==> src/rbtf_ram.sv <==
module rbtf_ram #(
    parameter int WIDTH = 8,
    parameter int DEPTH = 128,
    localparam int ADDR_W = (DEPTH > 1) ? $clog2(DEPTH) : 1
) (
    input  logic              i_clk,
    input  logic              i_we,
    input  logic [ADDR_W-1:0] i_waddr,
    input  logic [WIDTH-1:0]  i_wdata,
    input  logic [ADDR_W-1:0] i_raddr,
    output logic [WIDTH-1:0]  o_rdata
);

    logic [WIDTH-1:0] r_mem [DEPTH];
    logic [WIDTH-1:0] r_rdata;

    // One write port, one registered read port
    always_ff @(posedge i_clk) begin
        if (i_we) begin
            r_mem[i_waddr] <= i_wdata;
        end
        r_rdata <= r_mem[i_raddr];
    end

    assign o_rdata = r_rdata;

endmodule

==> config.mk <==
export PLATFORM = sky130hd
export DESIGN_NAME = rbtf_ram
export DESIGN_NICKNAME = d
export VERILOG_FILES = /design/src/rbtf_ram.sv
export SDC_FILE = /design/constraint.sdc
export NUM_CORES = 1
export LEC_CHECK = 0
export BUFFER_PORTS_ARGS = -buffer_cell sky130_fd_sc_hd__buf_2
export CELL_PAD_IN_SITES_DETAIL_PLACEMENT = 1
export CELL_PAD_IN_SITES_GLOBAL_PLACEMENT = 1
export CORE_ASPECT_RATIO = 0.8
export CORE_MARGIN = 2
export CORE_UTILIZATION = 35
export CTS_CLUSTER_SIZE = 24
export DETAILED_ROUTE_END_ITERATION = 10
export PLACE_DENSITY_LB_ADDON = 0.1
export RECOVER_POWER = 50
export SETUP_SLACK_MARGIN = 0.3
export SYNTH_ARGS = -nofsm -noshare
export SYNTH_HDL_FRONTEND = slang
export SYNTH_SLANG_ARGS = --single-unit
==> constraint.sdc <==
create_clock -name i_clk -period 7.06 [get_ports i_clk]
set_input_delay 1.765 -clock i_clk [delete_from_list [all_inputs] [get_ports i_clk]]
set_output_delay 1.765 -clock i_clk [all_outputs]
set_load 0.005 [all_outputs]
# Yosys cells after proc, flatten, opt, wreduce, memory -nomap -nowiden
# Memories as Yosys holds them, arrays and structs flattened. A register that Yosys moved wholly into a read port is not among the register bits.
# Index checks and enable logic that the tools add are counted.
# W data, S select, Z words.
classes:
  magnitude_cmp: 0
  n_reduce_logical: 0
  n_shift: 0
  n_addsub: 0
  mux: 2
  div: 0
  bitwise_logic: 0
  eq_ne: 0
  mul: 0
ops:
  columns: ["operator", "count"]
  rows:
  - ["$mux W1", 2]
word_totals:
  mem_bits_rw: 1024
  memories: 1
  output_inout_bits: 8
  word_cells: 3
  inputBits: 24
  register_bits: 0
  latch_bits: 0
  romBits: 0
mem_list:
  columns: ["name", "words", "width", "read_ports", "rd_clocked_by_memory_dff", "write_ports", "line_no", "source"]
  rows:
  - ["r_mem", 128, 8, 1, 1, 1, "14", "logic [WIDTH-1:0] r_mem [DEPTH];"]

# Depth between registers and ports, before layout
# Gate-level depths: netlist of the first run.
logic_depth:
  depth_word: 2
  ltp_mapped: 7
  mapped_depth_nobuf: 4

# Least setup slack after synthesis of the first run
# OpenSTA, ideal clock, no wires.
synth_path:
  path_kind: "input -> register"
  from: "input port i_raddr[0]"
  to: "register r_rdata[0], in the netlist o_rdata[0] (read register of r_mem)"
  setup_time_ns: 0.121
  setup_slack_ns: 2.791
  stages: 6
  arrival_time_ns: 4.148
  path_buffers: 2
  t_required_ns: 6.939
  path_cell_list: "clkbuf_1 -> buf_1 -> mux4_2 -> mux4_2 -> mux4_2 -> mux2_2"
synth_lines:
  columns: ["element", "line_no", "source"]
  rows:
  - ["from (decl)", "10", "input logic [ADDR_W-1:0] i_raddr,"]
  - ["to (decl)", "15", "logic [WIDTH-1:0] r_rdata;"]

# Worst setup path in the final report of the first run
layout_path:
  from: "input port i_wdata[7]"
  to: "memory r_mem[56][7], data pin"
layout_lines:
  columns: ["element", "line_no", "source"]
  rows:
  - ["from (decl)", "9", "input logic [WIDTH-1:0] i_wdata,"]
  - ["to (decl)", "14", null]
# No word-level cell before the write port.

==> results.sh, run 1 <==
export IMPL_post_route_drc_count=0
export IMPL_worst_setup_skew_after_layout_ps=29.2
export IMPL_drtAntennaViolNets=0
export IMPL_drv_max_cap_violation_count=11
export IMPL_dp_worst_setup_slack_ps=1920
export IMPL_area_growth_pct=13.7
export IMPL_timing_rr_end="o_rdata[7]$_DFF_P_"
export IMPL_critical_path_cell_chain="clkbuf_1 > clkbuf_2"
export IMPL_synth_ff_latch_count=1032
export IMPL_drt_total_wl_mm=105
export IMPL_grtUsageMet2=0.266
export IMPL_worstPathMaxFanout=67
export IMPL_iteration_0_drc_count_of_the_detailed_router=1887
export IMPL_numPortBuffers=31
export IMPL_holdPathEnd="o_rdata[4]$_DFF_P_"
export IMPL_layout_nets=1745
export IMPL_endpoint_kind="flop"
export IMPL_number_of_antenna_violations_at_the_first_check_in_global_routing=13
export IMPL_cp_top_family="buffers and inverters"
export IMPL_mean_instance_size_in_the_synthesized_netlist_um2=24.3
export IMPL_synth_edf_count=1024
export IMPL_power_density_nw_per_um2=288
export IMPL_post_synth_inst_count=1635
export IMPL_finalWeightedCongestion=0.743
export IMPL_drive_gt1_frac=0.310
export IMPL_hold_violations=0
export IMPL_crit_arrival_ps=5530
export IMPL_synthDominantCellAreaShare=0.775
export IMPL_fin_ws_ps=1810
export IMPL_path_clk_slew_ps=60
export IMPL_achievable_frequency_mhz=191
export IMPL_globalRouteMet1Util=0.279
export IMPL_groute_usage_overall=0.182
export IMPL_fp_row_count=110
export IMPL_clock_sinks=1032
export IMPL_dieWidth_um=380
export IMPL_grt_first_pass_wirelength_mm=148
export IMPL_placeableCoreArea_um2=112000
export IMPL_cts_buffers=107
export IMPL_final_max_slew_violation_count=813
export IMPL_grt_ovfl_total=0
export IMPL_finalCoreUtilization=0.401
export IMPL_post_synth_net_total=1659
export IMPL_peakVddDrop_uv=220
export IMPL_num_io_pins=32
export IMPL_ys_seq_area_frac=0.779
export IMPL_synth_top_cell_by_area="sky130_fd_sc_hd__edfxtp_1"
export IMPL_maximum_number_of_pins_on_one_net_before_global_route_repair=104
export IMPL_layout_cells_non_filler=3323
export IMPL_dpl_cell_count=3124
export IMPL_ys_dominant_reg_cell="sky130_fd_sc_hd__edfxtp_1"
export IMPL_dpl_hpwl_mm=63.9
export IMPL_netlist_area_um2=39700
export IMPL_cts_repair_resize_count=0
export IMPL_cts_root_to_sink_buffers=3
export IMPL_drt_pass1_iterations=5
export IMPL_crit_reg2reg_launch="r_mem[100][7]$_DFFE_PP_"
export IMPL_cellLeakagePower_nw=13.6
export IMPL_outcome="finished with violations"
export IMPL_min_tclk_post_route_ps=5250
export IMPL_initial_utilization=0.353
export IMPL_grt_util_met3=0.0379
export IMPL_hold_start="r_mem[85][4]$_DFFE_PP_"
export IMPL_post_route_period_util=0.743
export IMPL_final_setup_tns_ps=0
export IMPL_final_area_um2=45100
export IMPL_postCtsSetupRepairBufs=0
export IMPL_cts_root_buffer_cell="sky130_fd_sc_hd__clkbuf_16"
export IMPL_vias_in_the_first_global_route=18500
export IMPL_async_flop_share=0
export IMPL_die_height_um=305
export IMPL_post_drt_via_cell_ratio=5.31
export IMPL_setup_violations=0
export IMPL_ys_warn_count=0
export IMPL_max_stage_delay_ps=2280
export IMPL_crit_path_start_kind="primary input"
export IMPL_least_margin_pin_slew_ps=4150
export IMPL_fill_cells=10400
export IMPL_dpl_cell_area_um2=41800
export IMPL_clkLatencyLatePin_ps=700
export IMPL_synth_area_leaders="sky130_fd_sc_hd__edfxtp_1 (78%), sky130_fd_sc_hd__mux4_2 (19%), sky130_fd_sc_hd__nor2_1 (1.2%)"
export IMPL_post_cts_hold_buffer_count=0
export IMPL_cp_required_ps=7340
export IMPL_synth_cell_type_count=17
export IMPL_hold_crit_path_type="reg -> reg"
export IMPL_most_common_cell_in_the_synthesized_netlist="sky130_fd_sc_hd__edfxtp_1"
export IMPL_cp_slowest_cell="sky130_fd_sc_hd__clkbuf_1"
export IMPL_clock_tree_htree_level_count=3
export IMPL_floorplan_die_area_um2=116000
export IMPL_worstPathBufferInverterCount=2
export IMPL_gr_max_usage_layer="met1"
export IMPL_post_layout_total_power_mw=13.0
export IMPL_r2r_slack_ps=4530
export IMPL_timing_hold_ws_ps=1160
export IMPL_r2r_worst_path_cells=4
export IMPL_synth_top_cells_by_count="sky130_fd_sc_hd__edfxtp_1 (1,024), sky130_fd_sc_hd__mux4_2 (336), sky130_fd_sc_hd__nor2_1 (122)"
export IMPL_vias=17600
export IMPL_max_slew_headroom_at_the_worst_pin=-1.77
export IMPL_clock_tree_from_tritoncts="built"
export IMPL_failed_checks="capacitance limit, slew limit"
export IMPL_worst_hold_path_num_cells=4
export IMPL_worstSetupPathType="in -> reg"
export IMPL_post_drt_wl_per_cell_um=31.5
export IMPL_rsz0062_at_grt="false"
==> flip-flops by register name, summed over array words and instances, names as in the netlist <==
signal	cells
r_mem	1024
o_rdata	8
==> cell type report <==
class / count / area (um^2) / share of cell area
antenna: 2 / 5.00 / 0.000111
clock buffer: 129 / 2800 / 0.0621
clock inverter: 68 / 578 / 0.0128
multi-input combinational: 514 / 8400 / 0.186
sequential: 1032 / 30900 / 0.685
tap: 1512 / 1890 / 0.0419
timing repair buffer: 66 / 522 / 0.0116
==> cell usage in the layout (no fill, tap or decap), types with 4 or more instances in the layout <==
cell,instances
sky130_fd_sc_hd__clkbuf_1,31
sky130_fd_sc_hd__nand2_1,11
sky130_fd_sc_hd__buf_12,9
sky130_fd_sc_hd__buf_4,20
sky130_fd_sc_hd__buf_2,17
sky130_fd_sc_hd__nor2_1,122
sky130_fd_sc_hd__clkinv_1,25
sky130_fd_sc_hd__clkinv_2,25
sky130_fd_sc_hd__nand3_2,4
sky130_fd_sc_hd__nor2b_1,7
sky130_fd_sc_hd__nand3_1,8
sky130_fd_sc_hd__inv_6,6
sky130_fd_sc_hd__dfxtp_1,8
sky130_fd_sc_hd__clkbuf_2,7
sky130_fd_sc_hd__clkbuf_16,109
sky130_fd_sc_hd__mux4_2,336
sky130_fd_sc_hd__nor3_1,6
sky130_fd_sc_hd__edfxtp_1,1024
sky130_fd_sc_hd__mux2_2,8
sky130_fd_sc_hd__bufinv_16,9
==> metal layers <==
| layer | up-vias | wire length, um |
|---|---|---|
| met5 | - | 12 |
| met4 | 2 | 2200 |
| met3 | 144 | 5010 |
| met2 | 435 | 47000 |
| met1 | 9834 | 50500 |
| li1 | 7215 | - |
==> how the worst max path moves through the flow <==
stage	end	start	depth (start not counted)	slack, ps
4_1_cts	o_rdata[0]$_DFF_P_	i_raddr[0]	7	2670
6_report	r_mem[56][7]$_DFFE_PP_	i_wdata[7]	2	1810
5_1_grt	r_mem[54][7]$_DFFE_PP_	i_wdata[7]	2	1480
3_5_place_dp	o_rdata[0]$_DFF_P_	i_raddr[0]	7	1920
3_3_place_gp	o_rdata[0]$_DFF_P_	i_raddr[0]	7	1900
2_1_floorplan	o_rdata[0]$_DFF_P_	i_raddr[0]	6	2790
==> report_power, final <==
part | internal, mW | total [mW] | switching [mW]
clock network | 3.15 | 5.55 | 2.40
logic | 0.248 | 0.651 | 0.404
registers | 6.78 | 6.80 | 0.0187
total | 10.2 | 13.0 | 2.82
==> kinds of logic after synthesis <==
family	Yosys count	synth area share
buffers and inverters	89	0.0101
DFF	1032	0.779
and+or+nand+nor	170	0.0176
muxes	344	0.193
Power figures use the tool's default switching activity.
==> run 2: changes to the inputs <==
Clock period 7.06 ns to 4.6 ns, I/O delays scaled along.
==> run 2 against run 1 <==
Compared with the run above:
- the run still ends with capacitance limit, slew limit left
- count of clock-buffer cells in the layout rose by 5
- flip-flop and latch count did not move
- final cell count rose by 3.9%
- global-route usage rose by 0.72 points
- power rose by 54%
- clock skew fell by 11 ps
- critical path depth did not move
- utilization rose by 0.92 points
- die area did not move
- sequential share of layout area fell by 1.5 points
- routed wire length rose by 3.4%
- setup slack got worse by 960 ps
==> results.sh, run 2 (same netlist as run 1, synthesis figures left out) <==
export IMPL_crit_path_start_kind="primary input"
export IMPL_dpl_cell_count=3260
export IMPL_die_height_um=305
export IMPL_grt_ovfl_total=0
export IMPL_cp_top_family="buffers and inverters"
export IMPL_cts_buffers=105
export IMPL_post_drt_via_cell_ratio=5.31
export IMPL_dpl_hpwl_mm=68.7
export IMPL_maximum_number_of_pins_on_one_net_before_global_route_repair=106
export IMPL_least_margin_pin_slew_ps=3100
export IMPL_clock_tree_htree_level_count=3
export IMPL_postCtsSetupRepairBufs=0
export IMPL_outcome="finished with violations"
export IMPL_worstPathMaxFanout=75
export IMPL_critical_path_cell_chain="clkbuf_2 > clkbuf_1"
export IMPL_failed_checks="capacitance limit, slew limit"
export IMPL_rsz0062_at_grt="false"
export IMPL_final_max_slew_violation_count=578
export IMPL_drt_pass1_iterations=5
export IMPL_most_common_layout_cells="sky130_fd_sc_hd__edfxtp_1 (1,024), sky130_fd_sc_hd__mux4_2 (336), sky130_fd_sc_hd__buf_4 (142), sky130_fd_sc_hd__nor2_1 (122), sky130_fd_sc_hd__clkbuf_16 (107)"
export IMPL_iteration_0_drc_count_of_the_detailed_router=1850
export IMPL_clkLatencyLatePin_ps=690
export IMPL_drtAntennaViolNets=0
export IMPL_cellLeakagePower_nw=14.2
export IMPL_peakVddDrop_uv=275
export IMPL_post_route_period_util=0.814
export IMPL_layout_cells_non_filler=3454
export IMPL_cp_required_ps=4810
export IMPL_initial_utilization=0.353
export IMPL_power_density_nw_per_um2=432
export IMPL_largest_register="r_mem"
export IMPL_num_io_pins=32
export IMPL_floorplan_die_area_um2=116000
export IMPL_fp_row_count=110
export IMPL_final_setup_tns_ps=0
export IMPL_cp_slowest_cell="sky130_fd_sc_hd__clkbuf_1"
export IMPL_max_slew_headroom_at_the_worst_pin=-1.07
export IMPL_post_cts_hold_buffer_count=0
export IMPL_dieWidth_um=380
export IMPL_clock_tree_from_tritoncts="built"
export IMPL_achievable_frequency_mhz=267
export IMPL_area_growth_pct=16.3
export IMPL_post_route_drc_count=0
export IMPL_hold_crit_path_type="in -> reg"
export IMPL_internal_power_mw=15.7
export IMPL_numPortBuffers=31
export IMPL_endpoint_kind="flop"
export IMPL_min_tclk_post_route_ps=3750
export IMPL_finalWeightedCongestion=0.758
export IMPL_hold_violations=0
export IMPL_share_seq_of_total_power=0.523
export IMPL_groute_usage_overall=0.189
export IMPL_netSwitchingFraction=0.214
export IMPL_vias=18400
export IMPL_power_switching_mw=4.26
export IMPL_drive_gt1_frac=0.347
export IMPL_crit_arrival_ps=3960
export IMPL_relative_contribution_of_the_clock_network_to_total_power=0.425
export IMPL_drt_total_wl_mm=108
export IMPL_worstPathBufferInverterCount=2
export IMPL_worstSetupPathType="in -> reg"
export IMPL_max_stage_delay_ps=1420
export IMPL_pwr_share_comb=0.052
export IMPL_drv_max_cap_violation_count=8
export IMPL_number_of_antenna_violations_at_the_first_check_in_global_routing=22
export IMPL_cts_root_buffer_cell="sky130_fd_sc_hd__clkbuf_16"
export IMPL_vias_in_the_first_global_route=19300
export IMPL_cts_repair_resize_count=0
export IMPL_mostFrequentLayoutCell="sky130_fd_sc_hd__edfxtp_1"
export IMPL_layout_nets=1879
export IMPL_setup_violations=0
export IMPL_grt_first_pass_wirelength_mm=154
export IMPL_post_drt_wl_per_cell_um=31.4
export IMPL_clock_sinks=1032
export IMPL_path_clk_slew_ps=60
export IMPL_flip_flop_count_of_the_largest_register_all_copies_and_words_added=1024
export IMPL_worst_setup_skew_after_layout_ps=18.0
export IMPL_cts_root_to_sink_buffers=3
export IMPL_placeableCoreArea_um2=112000
==> run 2: cell types whose count changed in the layout (fill, tap and decap cells not counted), moves of 4 or more <==
cell,change
sky130_fd_sc_hd__buf_12,+7
sky130_fd_sc_hd__buf_4,+122
sky130_fd_sc_hd__clkbuf_1,+14
sky130_fd_sc_hd__clkinv_2,-9
sky130_fd_sc_hd__inv_6,-4
sky130_fd_sc_hd__nand3_1,+4
sky130_fd_sc_hd__nand3_2,-4
==> run 2: cell type report <==
class	count	area (um^2)
tap	1512	1890
clock buffer	134	2780
timing repair buffer	202	1600
fill	10400	66300
multi-input combinational	514	8360
clock inverter	59	602
antenna	1	2.50
sequential	1032	30900
==> run 2: worst paths after layout <==
path	startpoint	to	slack, ps	cells past startpoint
max	i_wdata[4]	r_mem[54][4]$_DFFE_PP_	850	2
min	i_raddr[5]	o_rdata[4]$_DFF_P_	990	2
max reg2reg	r_mem[85][6]$_DFFE_PP_	o_rdata[6]$_DFF_P_	2100	4
min reg2reg	r_mem[48][0]$_DFFE_PP_	o_rdata[0]$_DFF_P_	1150	4
==> run 2: layer usage <==
| metal | routed length (um) | GRT usage |
|---|---|---|
| met1 | 49700 | 0.280 |
| met2 | 49600 | 0.285 |
| met3 | 6630 | 0.0416 |
| met4 | 2380 | 0.0466 |
| met5 | 30 | 0 |
==> run 2: power by group through the flow <==
| stage | clock, mW | sequential [mW] | combinational, mW |
|---|---|---|---|
| detailed placement | 0 | 10.6 | 1.08 |
| floorplan | 0 | 10.6 | 0.525 |
| global route | 9.00 | 10.4 | 1.12 |
| global placement | 0 | 10.6 | 1.07 |
| CTS | 8.70 | 10.4 | 1.08 |
| finish | 8.48 | 10.4 | 1.05 |
==> run 2: stage by stage <==
| stage | util | total power, mW | cell area (um^2) | hold WS (ps) | setup WS, ps |
|---|---|---|---|---|---|
| 2_1_floorplan | - | 11.1 | 39700 | 1070 | 946 |
| 3_3_place_gp | 0.381 | 11.7 | 42800 | 1140 | 431 |
| 3_5_place_dp | 0.381 | 11.7 | 42800 | 1140 | 422 |
| 4_1_cts | 0.411 | 20.2 | 46200 | 927 | 1170 |
| 5_1_grt | 0.410 | 20.6 | 46100 | 940 | 593 |
| 6_report | 0.410 | 20.0 | 46100 | 993 | 854 |
==> run 3: changes to the inputs <==
Settings changed: ABC_AREA from default to 1.
Clock period 4.6 ns to 3.5 ns, I/O delays scaled along.
==> run 3 against run 2 <==
Compared with the run above:
- the flow still finishes with violations (capacitance limit, slew limit)
- global-route usage is 3.6 points higher
- largest cell class unchanged
- hold slack worse by 400 ps
- largest power group unchanged
- flip-flop and latch count stayed put
- first-iteration DRC count is 43% higher
- sequential share of layout area is 3.0 points lower
- highest routed layer unchanged
- clock power is 37% higher
- sequential power is 32% higher
==> results.sh, run 3 <==
export IMPL_endpoint_kind="flop"
export IMPL_ys_seq_area_frac=0.734
export IMPL_numPortBuffers=31
export IMPL_path_clk_slew_ps=60
export IMPL_hold_crit_path_type="in -> reg"
export IMPL_vias=28300
export IMPL_ys_warn_count=0
export IMPL_iteration_0_drc_count_of_the_detailed_router=2644
export IMPL_drt_total_wl_mm=139
export IMPL_synth_area_leaders="sky130_fd_sc_hd__edfxtp_1 (73%), sky130_fd_sc_hd__nand3_1 (11%), sky130_fd_sc_hd__nand2_1 (11%)"
export IMPL_synth_mux_area_frac=0
export IMPL_post_synth_inst_count=3575
export IMPL_fin_ws_ps=549
export IMPL_mostFrequentLayoutCell="sky130_fd_sc_hd__nand2_1"
export IMPL_postCtsSetupRepairBufs=0
export IMPL_most_common_cell_in_the_synthesized_netlist="sky130_fd_sc_hd__nand2_1"
export IMPL_post_layout_total_power_mw=27.0
export IMPL_max_slew_headroom_at_the_worst_pin=-0.619
export IMPL_placeableCoreArea_um2=119000
export IMPL_dpl_cell_count=5182
export IMPL_grt_first_pass_wirelength_mm=203
export IMPL_holdPathEnd="o_rdata[4]$_DFF_P_"
export IMPL_setup_violations=0
export IMPL_fp_row_count=113
export IMPL_synth_edf_count=1024
export IMPL_achievable_frequency_mhz=339
export IMPL_dieWidth_um=392
export IMPL_initial_utilization=0.354
export IMPL_post_route_period_util=0.843
export IMPL_max_stage_delay_ps=1770
export IMPL_cellLeakagePower_nw=17.1
export IMPL_power_switching_mw=6.30
export IMPL_outcome="finished with violations"
export IMPL_pwr_share_comb=0.065
export IMPL_rsz0062_at_grt="false"
export IMPL_synth_top_cell_by_area="sky130_fd_sc_hd__edfxtp_1"
export IMPL_crit_reg2reg_launch="r_mem[107][5]$_DFFE_PP_"
export IMPL_ys_dominant_reg_cell="sky130_fd_sc_hd__edfxtp_1"
export IMPL_relative_contribution_of_the_clock_network_to_total_power=0.428
export IMPL_groute_usage_overall=0.226
export IMPL_drt_pass1_iterations=5
export IMPL_post_drt_via_cell_ratio=5.26
export IMPL_hold_start="i_raddr[6]"
export IMPL_post_cts_hold_buffer_count=0
export IMPL_crit_arrival_ps=3110
export IMPL_drive_gt1_frac=0.0990
export IMPL_post_synth_and_or_nand_nor_area_fraction=0.232
export IMPL_most_common_layout_cells="sky130_fd_sc_hd__nand2_1 (1,215), sky130_fd_sc_hd__edfxtp_1 (1,024), sky130_fd_sc_hd__nand3_1 (931), sky130_fd_sc_hd__buf_4 (153), sky130_fd_sc_hd__nor2_1 (134)"
export IMPL_hold_violations=0
export IMPL_grt_ovfl_total=0
export IMPL_die_height_um=314
export IMPL_cts_root_buffer_cell="sky130_fd_sc_hd__clkbuf_16"
export IMPL_cts_root_to_sink_buffers=3
export IMPL_r2r_slack_ps=1710
export IMPL_mean_instance_size_in_the_synthesized_netlist_um2=11.8
export IMPL_flip_flop_count_of_the_largest_register_all_copies_and_words_added=1024
export IMPL_final_area_um2=48300
export IMPL_largest_register="r_mem"
export IMPL_number_of_antenna_violations_at_the_first_check_in_global_routing=11
export IMPL_layout_nets=3707
export IMPL_vias_in_the_first_global_route=29000
export IMPL_dp_worst_setup_slack_ps=299
export IMPL_cp_required_ps=3650
export IMPL_maximum_number_of_pins_on_one_net_before_global_route_repair=123
export IMPL_min_tclk_post_route_ps=2950
export IMPL_num_io_pins=32
export IMPL_synth_compound_gate_area_share=0
export IMPL_crit_path_start_kind="primary input"
export IMPL_internal_power_mw=20.7
export IMPL_worst_setup_skew_after_layout_ps=27.1
export IMPL_layout_cells_non_filler=5379
export IMPL_synth_top_cells_by_count="sky130_fd_sc_hd__nand2_1 (1,215), sky130_fd_sc_hd__edfxtp_1 (1,024), sky130_fd_sc_hd__nand3_1 (931)"
export IMPL_peakVddDrop_uv=356
export IMPL_post_route_drc_count=0
export IMPL_synth_cell_type_count=14
export IMPL_dpl_hpwl_mm=83.8
export IMPL_post_synth_net_total=3599
export IMPL_worst_hold_path_num_cells=3
export IMPL_floorplan_die_area_um2=123000
export IMPL_failed_checks="capacitance limit, slew limit"
export IMPL_cts_repair_resize_count=0
export IMPL_synthDominantCellAreaShare=0.730
export IMPL_synthXorXnorAreaFrac=0
export IMPL_power_density_nw_per_um2=560
export IMPL_clock_tree_from_tritoncts="built"
export IMPL_worstPathMaxFanout=44
export IMPL_synth_adder_area_share=0
export IMPL_post_drt_wl_per_cell_um=25.8
export IMPL_netSwitchingFraction=0.233
export IMPL_drv_max_cap_violation_count=7
export IMPL_drtAntennaViolNets=0
export IMPL_final_setup_tns_ps=0
export IMPL_netlist_area_um2=42100
export IMPL_cp_slowest_cell="sky130_fd_sc_hd__clkbuf_1"
export IMPL_r2r_worst_path_cells=10
export IMPL_finalCoreUtilization=0.406
export IMPL_worstSetupPathType="in -> reg"
export IMPL_cp_top_family="buffers and inverters"
export IMPL_synth_ff_latch_count=1032
export IMPL_dominant_combinational_cell_family_by_area_after_synthesis="simple AND/OR/NAND/NOR gates"
export IMPL_clkLatencyLatePin_ps=720
export IMPL_critical_path_cell_chain="buf_6 > clkbuf_1"
export IMPL_dpl_cell_area_um2=44900
export IMPL_timing_rr_end="o_rdata[5]$_DFF_P_"
export IMPL_clock_tree_htree_level_count=3
export IMPL_area_growth_pct=14.8
export IMPL_timing_hold_ws_ps=597
export IMPL_cts_buffers=109
export IMPL_async_flop_share=0
export IMPL_clock_sinks=1032
export IMPL_least_margin_pin_slew_ps=2430
export IMPL_worstPathBufferInverterCount=2
export IMPL_finalWeightedCongestion=0.820
export IMPL_share_seq_of_total_power=0.507
export IMPL_final_max_slew_violation_count=345
-- run 3: cell type report --
type	instances	area, um^2
clock buffers	126	2860
diodes	3	7.51
repair buffers	228	2000
well taps	1610	2010
flip-flops and latches	1032	30900
fillers	12700	70700
inverters	24	116
clock inverters	68	647
multi-input cells	2288	9760
-- run 3: cell families after synthesis --
group                  Yosys count
AND/OR/NAND/NOR               2288
flip-flops                    1032
buffers and inverters          255
-- run 3: layer usage --
layer / wire length [um] / part of all wire / vias to the layer above / global-route usage
met3: 8440 / 0.061 / 160 / 0.0416
met5: 7 / 0.000051 / - / 0
li1: - / - / 12800 / -
met1: 66200 / 0.48 / 14600 / 0.338
met2: 61500 / 0.44 / 730 / 0.342
met4: 2460 / 0.018 / 2 / 0.0469
-- run 3: power by group through the flow --
stage | registers [mW] | clock network, mW | logic [mW]
floorplan | 13.9 | 0 | 0.898
global placement | 13.9 | 0 | 1.79
detailed placement | 13.9 | 0 | 1.81
CTS | 13.7 | 11.8 | 1.81
global route | 13.7 | 12.3 | 1.93
finish | 13.7 | 11.6 | 1.77
-- run 3: worst max path at each step --
stage / startpoint / to / slack (ps) / depth (start not counted)
after floorplan: i_we / r_mem[105][0]$_DFFE_PP_ / 1270 / 4
after global placement: i_raddr[0] / o_rdata[1]$_DFF_P_ / 270 / 13
after detailed placement: i_raddr[1] / o_rdata[2]$_DFF_P_ / 300 / 13
after CTS: o_rdata[5]$_DFF_P_ / o_rdata[5] / 1000 / 1
after global routing: i_wdata[0] / r_mem[120][0]$_DFFE_PP_ / 470 / 2
final: i_wdata[0] / r_mem[120][0]$_DFFE_PP_ / 550 / 2
